File: config.mk
export PLATFORM = sky130hd
export DESIGN_NAME = wcc_seq
export DESIGN_NICKNAME = d
export VERILOG_FILES = /design/src/rtl/wcc_pkg.sv /design/src/rtl/wcc_seq.sv
export SDC_FILE = /design/constraint.sdc
export NUM_CORES = 1
export LEC_CHECK = 0
export BUFFER_PORTS_ARGS = -buffer_cell sky130_fd_sc_hd__buf_2
export CAP_MARGIN = 10
export CORE_ASPECT_RATIO = 1.75
export CORE_UTILIZATION = 49
export CTS_CLUSTER_SIZE = 20
export DETAILED_ROUTE_END_ITERATION = 12
export PLACE_DENSITY_LB_ADDON = 0.08
export SYNTH_ARGS = -nofsm -noshare
export SYNTH_HDL_FRONTEND = slang
export SYNTH_SLANG_ARGS = --single-unit
File: constraint.sdc
create_clock -name aclk -period 8 [get_ports aclk]
set_input_delay 0.4 -clock aclk [delete_from_list [all_inputs] [get_ports aclk]]
set_output_delay 0.4 -clock aclk [all_outputs]
set_load 0.01 [all_outputs]
File: src/rtl/wcc_pkg.sv
// ---------------------------------------------------------------------------
// wcc_pkg
// Shared types and constants for the windowed co-occurrence counter.
// ---------------------------------------------------------------------------
package wcc_pkg;

    localparam int VOCAB    = 4096;
    localparam int LAYER    = 64;
    localparam int WORD_W   = 12;
    localparam int HASH_W   = 32;
    localparam int COLIN_W  = 6;
    localparam int COUNT_W  = 32;
    localparam int WIN_W    = 4;
    localparam logic [WIN_W-1:0] WINDOW_RESET = 4'd5;

    localparam logic OP_WORD = 1'b0;
    localparam logic OP_READ = 1'b1;

    // request from the control sequencer to the count store
    typedef struct packed {
        logic        valid;
        logic        is_read;
        logic [31:0] addr;
        logic [31:0] inc;
    } store_req_t;

endpackage

File: src/rtl/wcc_seq.sv
// ---------------------------------------------------------------------------
// wcc_seq
// History ring and per-neighbor update sequencer.
// ---------------------------------------------------------------------------
module wcc_seq #(
    parameter int ROW_W  = 12,
    parameter int COL_W  = 6,
    parameter int MAXW   = 15,
    parameter int FRAC   = 16
) (
    input  logic                        aclk,
    input  logic                        aresetn,
    input  logic                        start,
    input  logic                        op,
    input  logic [wcc_pkg::WORD_W-1:0]  word_id,
    input  logic [wcc_pkg::HASH_W-1:0]  word_hash,
    input  logic                        sentence_start,
    input  logic [wcc_pkg::WORD_W-1:0]  read_row,
    input  logic [wcc_pkg::COLIN_W-1:0] read_column,
    input  logic [wcc_pkg::WIN_W-1:0]   window,
    input  logic                        store_busy,
    output wcc_pkg::store_req_t         req,
    output logic                        idle
);
    localparam int HW = (MAXW > 1) ? $clog2(MAXW) : 1;
    localparam int CW = $clog2(MAXW + 1);
    localparam logic [1:0] S_IDLE = 2'd0, S_A = 2'd1, S_B = 2'd2;

    logic [ROW_W-1:0] hw_mem [MAXW];
    logic [COL_W-1:0] hc_mem [MAXW];
    logic [CW-1:0] fill_reg, fill_next, d_reg, d_next, win_reg, win_next;
    logic [HW-1:0] head_reg, head_next, slot_reg, slot_next;
    logic [1:0]    st_reg, st_next;
    logic [ROW_W-1:0] row_reg;
    logic [COL_W-1:0] col_reg;
    logic [31:0]   w_q;
    logic [CW-1:0] wcl;
    logic [HW-1:0] h0;
    logic [CW-1:0] f0;
    logic          hist_we;

    // weight table round(2^FRAC/d)
    function automatic logic [31:0] weight(input logic [CW-1:0] d);
        logic [63:0] n;
        n = 64'd1 << (FRAC + 1);
        weight = 32'd0;
        for (int k = 1; k <= MAXW; k++)
            if (d == CW'(k)) weight = 32'((n / 64'(k) + 64'd1) >> 1);
    endfunction

    assign w_q = weight(d_reg);

    always_comb begin
        st_next = st_reg; fill_next = fill_reg; head_next = head_reg;
        d_next = d_reg; win_next = win_reg; slot_next = slot_reg;
        req = '0; hist_we = 1'b0;
        h0 = sentence_start ? '0 : head_reg;
        f0 = sentence_start ? '0 : fill_reg;
        wcl = (32'(window) > MAXW) ? CW'(MAXW) : CW'(window);
        if (wcl > f0) wcl = f0;
        case (st_reg)
            S_IDLE: begin
                if (start && op == wcc_pkg::OP_READ) begin
                    req.valid = 1'b1; req.is_read = 1'b1;
                    req.addr = 32'(read_row[ROW_W-1:0]) * (32'd1 << COL_W)
                             + 32'(read_column[COL_W-1:0]);
                end else if (start) begin
                    head_next = h0; fill_next = f0; win_next = wcl;
                    d_next = CW'(1);
                    slot_next = (h0 == '0) ? HW'(MAXW - 1) : h0 - 1'b1;
                    if (wcl != '0) st_next = S_A;
                    else hist_we = 1'b1;
                end
            end
            S_A: if (!store_busy) begin
                req.valid = 1'b1; req.inc = w_q;
                req.addr = 32'(row_reg) * (32'd1 << COL_W) + 32'(hc_mem[slot_reg]);
                st_next = S_B;
            end
            S_B: if (!store_busy) begin
                req.valid = 1'b1; req.inc = w_q;
                req.addr = 32'(hw_mem[slot_reg]) * (32'd1 << COL_W) + 32'(col_reg);
                if (d_reg == win_reg) begin
                    st_next = S_IDLE; hist_we = 1'b1;
                end else begin
                    st_next = S_A; d_next = d_reg + 1'b1;
                    slot_next = (slot_reg == '0) ? HW'(MAXW - 1) : slot_reg - 1'b1;
                end
            end
            default: st_next = S_IDLE;
        endcase
        if (hist_we) begin
            head_next = (head_next == HW'(MAXW - 1)) ? '0 : head_next + 1'b1;
            if (fill_next < CW'(MAXW)) fill_next = fill_next + 1'b1;
        end
    end

    always_ff @(posedge aclk) begin
        if (st_reg == S_IDLE && start) begin
            row_reg <= word_id[ROW_W-1:0];
            col_reg <= word_hash[COL_W-1:0];
        end
        if (hist_we) begin
            hw_mem[(st_reg == S_IDLE) ? h0 : head_reg] <=
                (st_reg == S_IDLE) ? word_id[ROW_W-1:0] : row_reg;
            hc_mem[(st_reg == S_IDLE) ? h0 : head_reg] <=
                (st_reg == S_IDLE) ? word_hash[COL_W-1:0] : col_reg;
        end
    end

    always_ff @(posedge aclk) begin
        if (!aresetn) begin
            st_reg <= S_IDLE; fill_reg <= '0; head_reg <= '0;
            d_reg <= '0; win_reg <= '0; slot_reg <= '0;
        end else begin
            st_reg <= st_next; fill_reg <= fill_next; head_reg <= head_next;
            d_reg <= d_next; win_reg <= win_next; slot_reg <= slot_next;
        end
    end

    assign idle = (st_reg == S_IDLE) && !store_busy;
endmodule

# Word-level counts from Yosys, hierarchy flattened
# Memory sizes are Yosys's and may differ from the RTL's. A register that Yosys moved wholly into a read port is not among the register bits.
# Cells that the tools add are included.
[totals] reg_bits=40 ramBits=270 inputBits=72 out_inout_bits=67 word_cells=129 n_memories=2
[classes] addsub=8 n_lt_le_gt_ge=2 n_eq_ne=25 muxes=70 bitwise=1 n_reduce_logical=13
[mem_list] memory="hw_mem" depth=15 word_bits=12 read_ports=1 rd_ports_with_merged_regs=1 write_ports=1 line="wcc_seq.sv:29" source="logic [ROW_W-1:0] hw_mem [MAXW];"
[mem_list] memory="hc_mem" depth=15 word_bits=6 read_ports=1 rd_ports_with_merged_regs=1 write_ports=1 line="wcc_seq.sv:30" source="logic [COL_W-1:0] hc_mem [MAXW];"
[op_table] cell="$mux W32" n=13
[op_table] cell="$mux W4" n=28
[op_table] cell="$mux W51" n=2
[op_table] cell="$pmux W32 S3" n=1
[op_table] cell="$pmux W32 S2" n=1
[op_table] cell="$add A18 B6 Y19" n=3
[op_table] cell="$eq A4 B4 Y1 const B" n=9
[op_table] cell="$mux W17" n=2
[op_table] cell="$mux W34" n=1
[op_table] cell="$eq A4 B3 Y1 const B" n=4
[op_table] cell="$pmux W4 S2" n=2
[op_table] cell="$add A4 B1 Y4 const B" n=3
[op_table] cell="$mux W12" n=1
[op_table] cell="$ne A2 B2 Y1 const B" n=6
[op_table] cell="$mux W1" n=10
[op_table] cell="$mux W2" n=5
[op_table] cell="$reduce_and A5 Y1" n=2
[op_table] cell="$eq A4 B2 Y1 const B" n=2
[op_table] cell="$logic_not A4 Y1" n=2
[op_table] cell="$sub A4 B1 Y4 const B" n=2
[op_table] cell="$mux W6" n=1
[op_table] cell="$pmux W2 S3" n=1
[op_table] cell="$eq A4 B1 Y1 const B" n=1
[op_table] cell="$eq A4 B4 Y1" n=1
[op_table] cell="13 further kinds" n=16

# Longest topological paths before layout
# Gate-level depths: netlist of run 1.
[depth] ltp_word=18 mapped_depth=11 depth_no_buf=8

# Least setup slack after synthesis of run 1
# No wires, ideal clock.
[synth_timing] path_kind="input -> register" startpoint="input port sentence_start" endpoint="memory hc_mem[2][0], enable pin" setup_time_ps=439 t_arrival_ps=3785 required_ps=7561 path_slack_ps=3776 path_stages=10 n_path_buf=2 path_cell_list="clkbuf_1 nand2b_1 ha_1 nor2b_1 o211ai_1 a21oi_2 o211a_1 nor2_2 buf_2 nor4_1"
[synth_via] elab_chain_cells=10 word_cells_on_any_way=12 classes_between="order compare: 1; mux: 10; reduce/logical: 1"
[synth_rtl] item="start, declared" line="wcc_seq.sv:17" source="input logic sentence_start,"
[synth_rtl] item="$mux W4" line="wcc_seq.sv:58" source="f0 = sentence_start ? '0 : fill_reg;"
[synth_rtl] item="$gt A4 B4 Y1" line="wcc_seq.sv:60" source="if (wcl > f0) wcl = f0;"
[synth_rtl] item="$mux W4" line="wcc_seq.sv:60"
[synth_rtl] item="$reduce_bool A4 Y1" line="wcc_seq.sv:71" source="if (wcl != '0) st_next = S_A;"
[synth_rtl] item="$mux W1" line="wcc_seq.sv:71"
[synth_rtl] item="$mux W1" line="wcc_seq.sv:67" source="end else if (start) begin"
[synth_rtl] item="$mux W1" line="wcc_seq.sv:63" source="if (start && op == wcc_pkg::OP_READ) begin"
[synth_rtl] item="$pmux W1 S2" line="wcc_seq.sv:61" source="case (st_reg)"
[synth_rtl] item="$mux W1" line="wcc_seq.sv:103" source="if (hist_we) begin"
[synth_rtl] item="$mux W1" line="wcc_seq.sv:107" source="(st_reg == S_IDLE) ? word_hash[COL_W-1:0] : col_reg;"
[synth_rtl] item="end, declared" line="wcc_seq.sv:30"
# Several ways; a longest one is shown, not always the timed one.

==> flow_summary.ini, run 1 <==
[placement]
number_of_i_o_port_buffers = 83
globalplace.congestion = 0.776
dpl.hpwl_um = 19000
place_worst_setup_slack_ns = 4.18

[sta]
finalMaxSlewViolations = 0
max_freq_mhz = 248
setup_viol_count_final = 0
finalHoldWorstSlack_ns = 0.0370
worst_slew_pin_slew_ns = 0.957
max_slew_margin_pct = 36.1
finalWorstPathRequiredPeriod_ns = 4.03
totalNegativeSetupSlack_ns = 0
grt_setup_unrepaired = false
smallest_setup_slack_after_layout_ns = 3.97
final_cycle_utilization_of_the_critical_path_pct = 50.3
hold_violations = 0
worst_clock_skew_ns = 0.00740

[floorplanning]
die-area_mm2 = 0.0288
pin_count = 139
floorplan.initialDensity_pct = 50.3
dieHeight_um = 224
placement_rows = 80
coreArea_mm2 = 0.0274
chipWidth_um = 129

[global_route]
grt_antenna_before_repair = 0
grtUsageMet3_pct = 2.44
pin_count_of_the_biggest_net_entering_global_routing = 61
gr-usage-met2_pct = 42.1
grt_pass1_wl_um = 46800
first_global_vias = 8005
use_met1_pct = 25.8
gr-total-overflow = 0
globalRoute.busiestLayer = met2
grt_usage_pct = 22.2

[routing]
vias_per_cell = 5.70
num_vias = 7802
wl_um = 30900
routedWlPerCell_um = 22.6
route.detailed.drc = 0
route.antenna.remaining_nets = 0
drt_first_pass_iters = 4
detailedRoute.firstIterationViolations = 534

[clock_network]
cts_inserted_buffers = 28
clk_pin_slew_ns = 0.06
ctsHtreeMaxLevel = 1
post_cts.repair.setup_buffers = 0
clock_sink_count = 314
tritoncts = done
clockBufferDepth = 3
postCtsHoldBufs = 0
cts-root-buf = sky130_fd_sc_hd__clkbuf_16
post_cts.resized_instances = 0
clock_insertion_delay_worst_skew_ns = 0.55

[power_and_ir_drop]
worst_ir_drop_vdd_uv = 179
pwr_density_cell_mw_per_mm2 = 229
cellLeakagePower_nw = 5.18

[cells_and_area]
antenna_cell_count = 0
fin_util_pct = 56.7
nets = 1066
fraction_of_layout_cells_with_a_size_suffix_above_1_pct = 28.1
largest_register_ff_count = 180
syn_to_final_growth_pct = 12.9

[synth]
post_synth_simple_gate_area_pct = 6.23
synthXorXnorAreaFrac_pct = 0.381
syn-cell-area_mm2 = 0.0138
synthDominantCellAreaShare_pct = 62.8
netlist_top_cells_area = sky130_fd_sc_hd__edfxtp_1 (63%), sky130_fd_sc_hd__mux4_2 (8.8%), sky130_fd_sc_hd__dfxtp_1 (3.8%)
async_reset_ff_share_pct = 0
synth.area.mux_share_pct = 14.9
synth.yosys.seq_area_share_pct = 66.5
syn_avg_cell_area_um2 = 15.5
synth.lib_cells_used.distinct = 57
syn-instance-count = 891
synth_compound_gate_area_share_pct = 6.76
ys.flop_type = sky130_fd_sc_hd__edfxtp_1
synth_adder_area_share_pct = 1.45
yosys_warnings = 0
synth_edf_count = 288
synth-seq-cells = 314
synthDominantAreaCellType = sky130_fd_sc_hd__edfxtp_1
synth_top_family_by_area = multiplexers

[worst_setup_path]
slowest_stage = sky130_fd_sc_hd__dfxtp_4
crit_path_end_kind = output pin
timing.critical_path.required_ns = 7.60
critical_path_peak_fanout = 41
crit_buf_inv = 2
slowest_delay_ns = 0.78
timing.setup.critical_path_class = register to output pin
timing.critical_path.from_type = register
crit_arrival_ns = 3.63
r2r-start = st_reg[0]$_SDFFE_PN0P_
worstPathCellList = buf_4, mux4_2, mux2_2, a222oi_1, a21oi_1, buf_2
critical-path-top-delay-family = buffers and inverters

[min_path]
worst_hold_startpoint = word_id[0]
hold_path_class = input pin to register

[flow_run]
max-cap-violations = 0

[outcome]
run_status = complete, no violations
[area by class of cell]
cell class / count / area [um^2]
fillers: 2230 / 11900
flip-flops and latches: 314 / 9180
multi-input cells: 505 / 4290
clock buffers: 38 / 779
repair buffers: 109 / 611
well taps: 369 / 462
clock inverters: 13 / 164
inverters: 20 / 75.1
[logic make-up (layout without fill, tap and decap cells)]
kind of cell	after synthesis	count (layout)
xor+xnor	6	6
mux	132	132
compound gates	138	138
flops	314	314
buf+inv	100	180
other cells	1	29
fa+ha+maj	16	16
simple gates	184	184
[cell usage after synthesis (all sizes together), types with 2 or more instances]
cell	instances
buf	48
dfxtp	26
clkbuf	32
xor2	4
nor2	49
and2	6
a222oi	12
o211ai	4
o221a	10
nand2	60
o211a	3
xnor2	2
a211oi	6
mux2i	36
nor4	6
o21ai	39
nand3	5
nand2b	14
nor3	24
nor2b	8
a31oi	6
and3	2
edfxtp	288
ha	16
mux4	54
mux2	42
inv	20
a22oi	7
nand3b	2
a21oi	36
a2111oi	3
[metrics by stage]
stage	area, um^2	power (mW)	std cells
4_1_cts	15600	3.60	1368
3_5_place_dp	14600	2.23	1317
2_1_floorplan	13900	2.13	919
3_3_place_gp	14600	2.22	1317
5_1_grt	15600	3.69	1368
6_report	15600	3.57	1368
[report_power, final]
part | total (mW) | switching (mW) | internal, mW
clock | 1.38 | 0.573 | 0.810
sequential | 1.87 | 0.0203 | 1.85
combinational | 0.308 | 0.191 | 0.117
total | 3.57 | 0.785 | 2.78
[worst reg2reg max path: cells and delay by family, from the launching register on]
family                   cells  cell delay, ns
buffers and inverters        3            0.69
adder cells (fa/ha/maj)      1            0.43
AND/OR/NAND/NOR              4            1.96
flip-flops                   1            0.34
[per-layer routing]
layer | wire [um] | vias to the layer above
li1 | - | 3600
met1 | 11900 | 3973
met2 | 17100 | 179
met3 | 1050 | 50
met4 | 755 | 0
met5 | 0 | -
[path summary, 6_finish.rpt]
kind,endpoint,slack [ns],cells after the start
setup / recovery,req[47],3.97,6
hold reg to reg,win_reg[1]$_SDFFE_PN0P_,0.51,2
hold / removal,row_reg[0]$_DFFE_PP_,0.04,1
setup reg to reg,hw_mem[10][3]$_DFFE_PP_,4.25,8
[layout by cell type, fill, tap and decap left out, types with 20 or more instances in the layout]
master | Yosys | layout
sky130_fd_sc_hd__conb_1 | 1 | 29
sky130_fd_sc_hd__nand2_1 | 60 | 60
sky130_fd_sc_hd__a21oi_1 | 35 | 34
sky130_fd_sc_hd__mux4_2 | 54 | 54
sky130_fd_sc_hd__edfxtp_1 | 288 | 288
sky130_fd_sc_hd__mux2_2 | 42 | 42
sky130_fd_sc_hd__nor2_1 | 48 | 48
sky130_fd_sc_hd__mux2i_1 | 36 | 36
sky130_fd_sc_hd__clkbuf_16 | 0 | 29
sky130_fd_sc_hd__dfxtp_1 | 26 | 23
sky130_fd_sc_hd__inv_1 | 20 | 20
sky130_fd_sc_hd__o21ai_0 | 39 | 39
sky130_fd_sc_hd__buf_2 | 11 | 83
sky130_fd_sc_hd__buf_4 | 30 | 26
(Power assumes the default switching activity.)
==> run 2: changes to the inputs <==
ABC_AREA = 1   (was default)
clock period = 3.2 ns   (was 8 ns; I/O delays follow)
==> flow_summary.ini, run 2 <==
[cells_and_area]
layout_common_cells = sky130_fd_sc_hd__edfxtp_1 (288), sky130_fd_sc_hd__nand2_1 (200), sky130_fd_sc_hd__nor2_1 (162)
number_of_fillers_in_the_final_layout = 2426
multiInputGateArea_mm2 = 0.00421
finished_layout_cell_area_mm2 = 0.0162
fin_util_pct = 57.6
final_cell_count_no_fill = 1799
antenna_cell_count = 0
final_common_cell = sky130_fd_sc_hd__edfxtp_1
fraction_of_layout_cells_with_a_size_suffix_above_1_pct = 14.7
largest_register_ff_count = 180
seq_cell_area_mm2 = 0.00917
nets = 1492
syn_to_final_growth_pct = 15.4

[placement]
number_of_i_o_port_buffers = 83
post_dp_cell_area_mm2 = 0.0150
placedCellCount = 1727
globalplace.congestion = 0.820
dpl.hpwl_um = 24200

[sta]
max_slew_margin_pct = 41.3
setup_viol_count_final = 0
max_freq_mhz = 331
hold_violations = 0
worst_slew_pin_slew_ns = 0.880
final_cycle_utilization_of_the_critical_path_pct = 94.5
finalWorstPathRequiredPeriod_ns = 3.03
totalNegativeSetupSlack_ns = 0
worst_clock_skew_ns = 0.0225
grt_setup_unrepaired = false
finalMaxSlewViolations = 0

[routing]
vias_per_cell = 5.56
route.antenna.remaining_nets = 0
wl_um = 36300
num_vias = 10002
detailedRoute.firstIterationViolations = 653
routedWlPerCell_um = 20.2
route.detailed.drc = 0
drt_first_pass_iters = 5

[clock_network]
tritoncts = done
clock_sink_count = 314
cts-root-buf = sky130_fd_sc_hd__clkbuf_16
clock_insertion_delay_worst_skew_ns = 0.56
clk_pin_slew_ns = 0.07
cts_inserted_buffers = 28
clockBufferDepth = 3
ctsHtreeMaxLevel = 1

[worst_setup_path]
worst-r2r-cell-count = 16
critical_path_peak_fanout = 8
timing.critical_path.from_type = register
crit_arrival_ns = 2.87
crit_path_end_kind = output pin
timing.setup.critical_path_class = register to output pin
timing.critical_path.required_ns = 3.04

[synth]
netlist_top_cells_area = sky130_fd_sc_hd__edfxtp_1 (62%), sky130_fd_sc_hd__nand2_1 (5.4%), sky130_fd_sc_hd__o21ai_0 (5.2%)
synth_edf_count = 288
synth.yosys.seq_area_share_pct = 65.4
synthDominantCellAreaShare_pct = 61.7
synth-seq-cells = 314
synthDominantAreaCellType = sky130_fd_sc_hd__edfxtp_1
yosys-top-cells-count = sky130_fd_sc_hd__edfxtp_1 (288), sky130_fd_sc_hd__nand2_1 (200), sky130_fd_sc_hd__nor2_1 (178)
yosys_warnings = 0
synth_most_common_cell = sky130_fd_sc_hd__edfxtp_1
syn-instance-count = 1295
syn_avg_cell_area_um2 = 10.8
synth.lib_cells_used.distinct = 42
ys.flop_type = sky130_fd_sc_hd__edfxtp_1
syn-cell-area_mm2 = 0.0140
async_reset_ff_share_pct = 0

[power_and_ir_drop]
cellLeakagePower_nw = 6.01
pwr_density_cell_mw_per_mm2 = 728
worst_ir_drop_vdd_uv = 515

[global_route]
grt_pass1_wl_um = 55500
gr-total-overflow = 0
grt_antenna_before_repair = 0
pin_count_of_the_biggest_net_entering_global_routing = 127
grt_usage_pct = 25.6
first_global_vias = 9886

[floorplanning]
pin_count = 139
chipWidth_um = 130
coreArea_mm2 = 0.0281
floorplan.initialDensity_pct = 49.9
die-area_mm2 = 0.0293
dieHeight_um = 226
placement_rows = 81

[flow_run]
max-cap-violations = 0

[min_path]
hold-path-cell-count = 5
hold_path_class = input pin to register

[outcome]
run_status = complete, no violations
==> run 2: final timing paths <==
path	from	to	slack (ns)
setup / recovery	st_reg[0]$_SDFFE_PN0P_	req[10]	0.17
hold / removal	window[3]	win_reg[3]$_SDFFE_PN0P_	0.03
setup reg to reg	fill_reg[3]$_SDFF_PN0_	hc_mem[7][5]$_DFFE_PP_	0.36
hold reg to reg	st_reg[1]$_SDFFE_PN0P_	st_reg[1]$_SDFFE_PN0P_	0.54
==> run 2: layout make-up <==
cell class | count | share of cell area (%)
clock buffer | 44 | 5.41
clock inverter | 8 | 0.294
inverter | 79 | 1.84
multi-input combinational | 835 | 26.0
sequential | 314 | 56.7
tap | 373 | 2.88
timing repair buffer | 146 | 6.88
==> run 2: where the power goes <==
group	switching, mW	internal [mW]	leakage [nW]
sequential	0.0969	5.00	2.82
combinational	2.38	0.926	2.73
clock	1.49	1.89	0.457
==> run 2: metrics by stage <==
stage                     hold WS, ns  power (mW)  worst slack [ns]
after floorplan                 0.259        7.25             0.187
after global placement          0.353        8.43             0.237
after detailed placement        0.356        8.48             0.237
after CTS                      0.0108        11.8            0.0940
after global routing           0.0658        12.3           0.00844
final                          0.0263        11.8             0.175
==> run 2: metal layers <==
metal / vias up / global-route usage (%) / share of wire (%)
li1: 4765 / - / -
met1: 4887 / 31.6 / 40
met2: 291 / 45.3 / 52
met3: 59 / 2.58 / 4.5
met4: 0 / 10.4 / 3.5
met5: - / 0 / 0
==> run 2: cells by family (layout without fill, tap and decap cells) <==
kind of cell / Yosys count / in the layout / share of synthesized area (%)
other: 1 / 29 / 0.0267
adder cells (fa/ha/maj): 16 / 16 / 1.43
AND/OR/NAND/NOR: 482 / 482 / 14.2
XOR/XNOR: 9 / 9 / 0.562
buffers and inverters: 174 / 277 / 5.76
flip-flops: 314 / 314 / 65.4
AO/OA/AOI/OAI: 299 / 299 / 12.6
==> run 2: repair_timing <==
action	4_1_cts	5_1_grt
hold buffers	20	0
setup endpoints to repair	1	14
cloned	0	0
buffers inserted	0	0
hold endpoints to repair	20	0
gates resized for setup	1	4
==> run 2: worst max-delay path: stages, from the launching register on <==
cell and delay [ns]:
sky130_fd_sc_hd__dfxtp_1 0.35, sky130_fd_sc_hd__inv_1 0.09, sky130_fd_sc_hd__ha_2 0.30, sky130_fd_sc_hd__inv_2 0.13, sky130_fd_sc_hd__a21oi_2 0.32, sky130_fd_sc_hd__inv_2 0.13, sky130_fd_sc_hd__nor2_2 0.22, sky130_fd_sc_hd__inv_1 0.09
sky130_fd_sc_hd__nor2_1 0.18, sky130_fd_sc_hd__inv_1 0.10, sky130_fd_sc_hd__a311oi_1 0.23, sky130_fd_sc_hd__buf_2 0.18
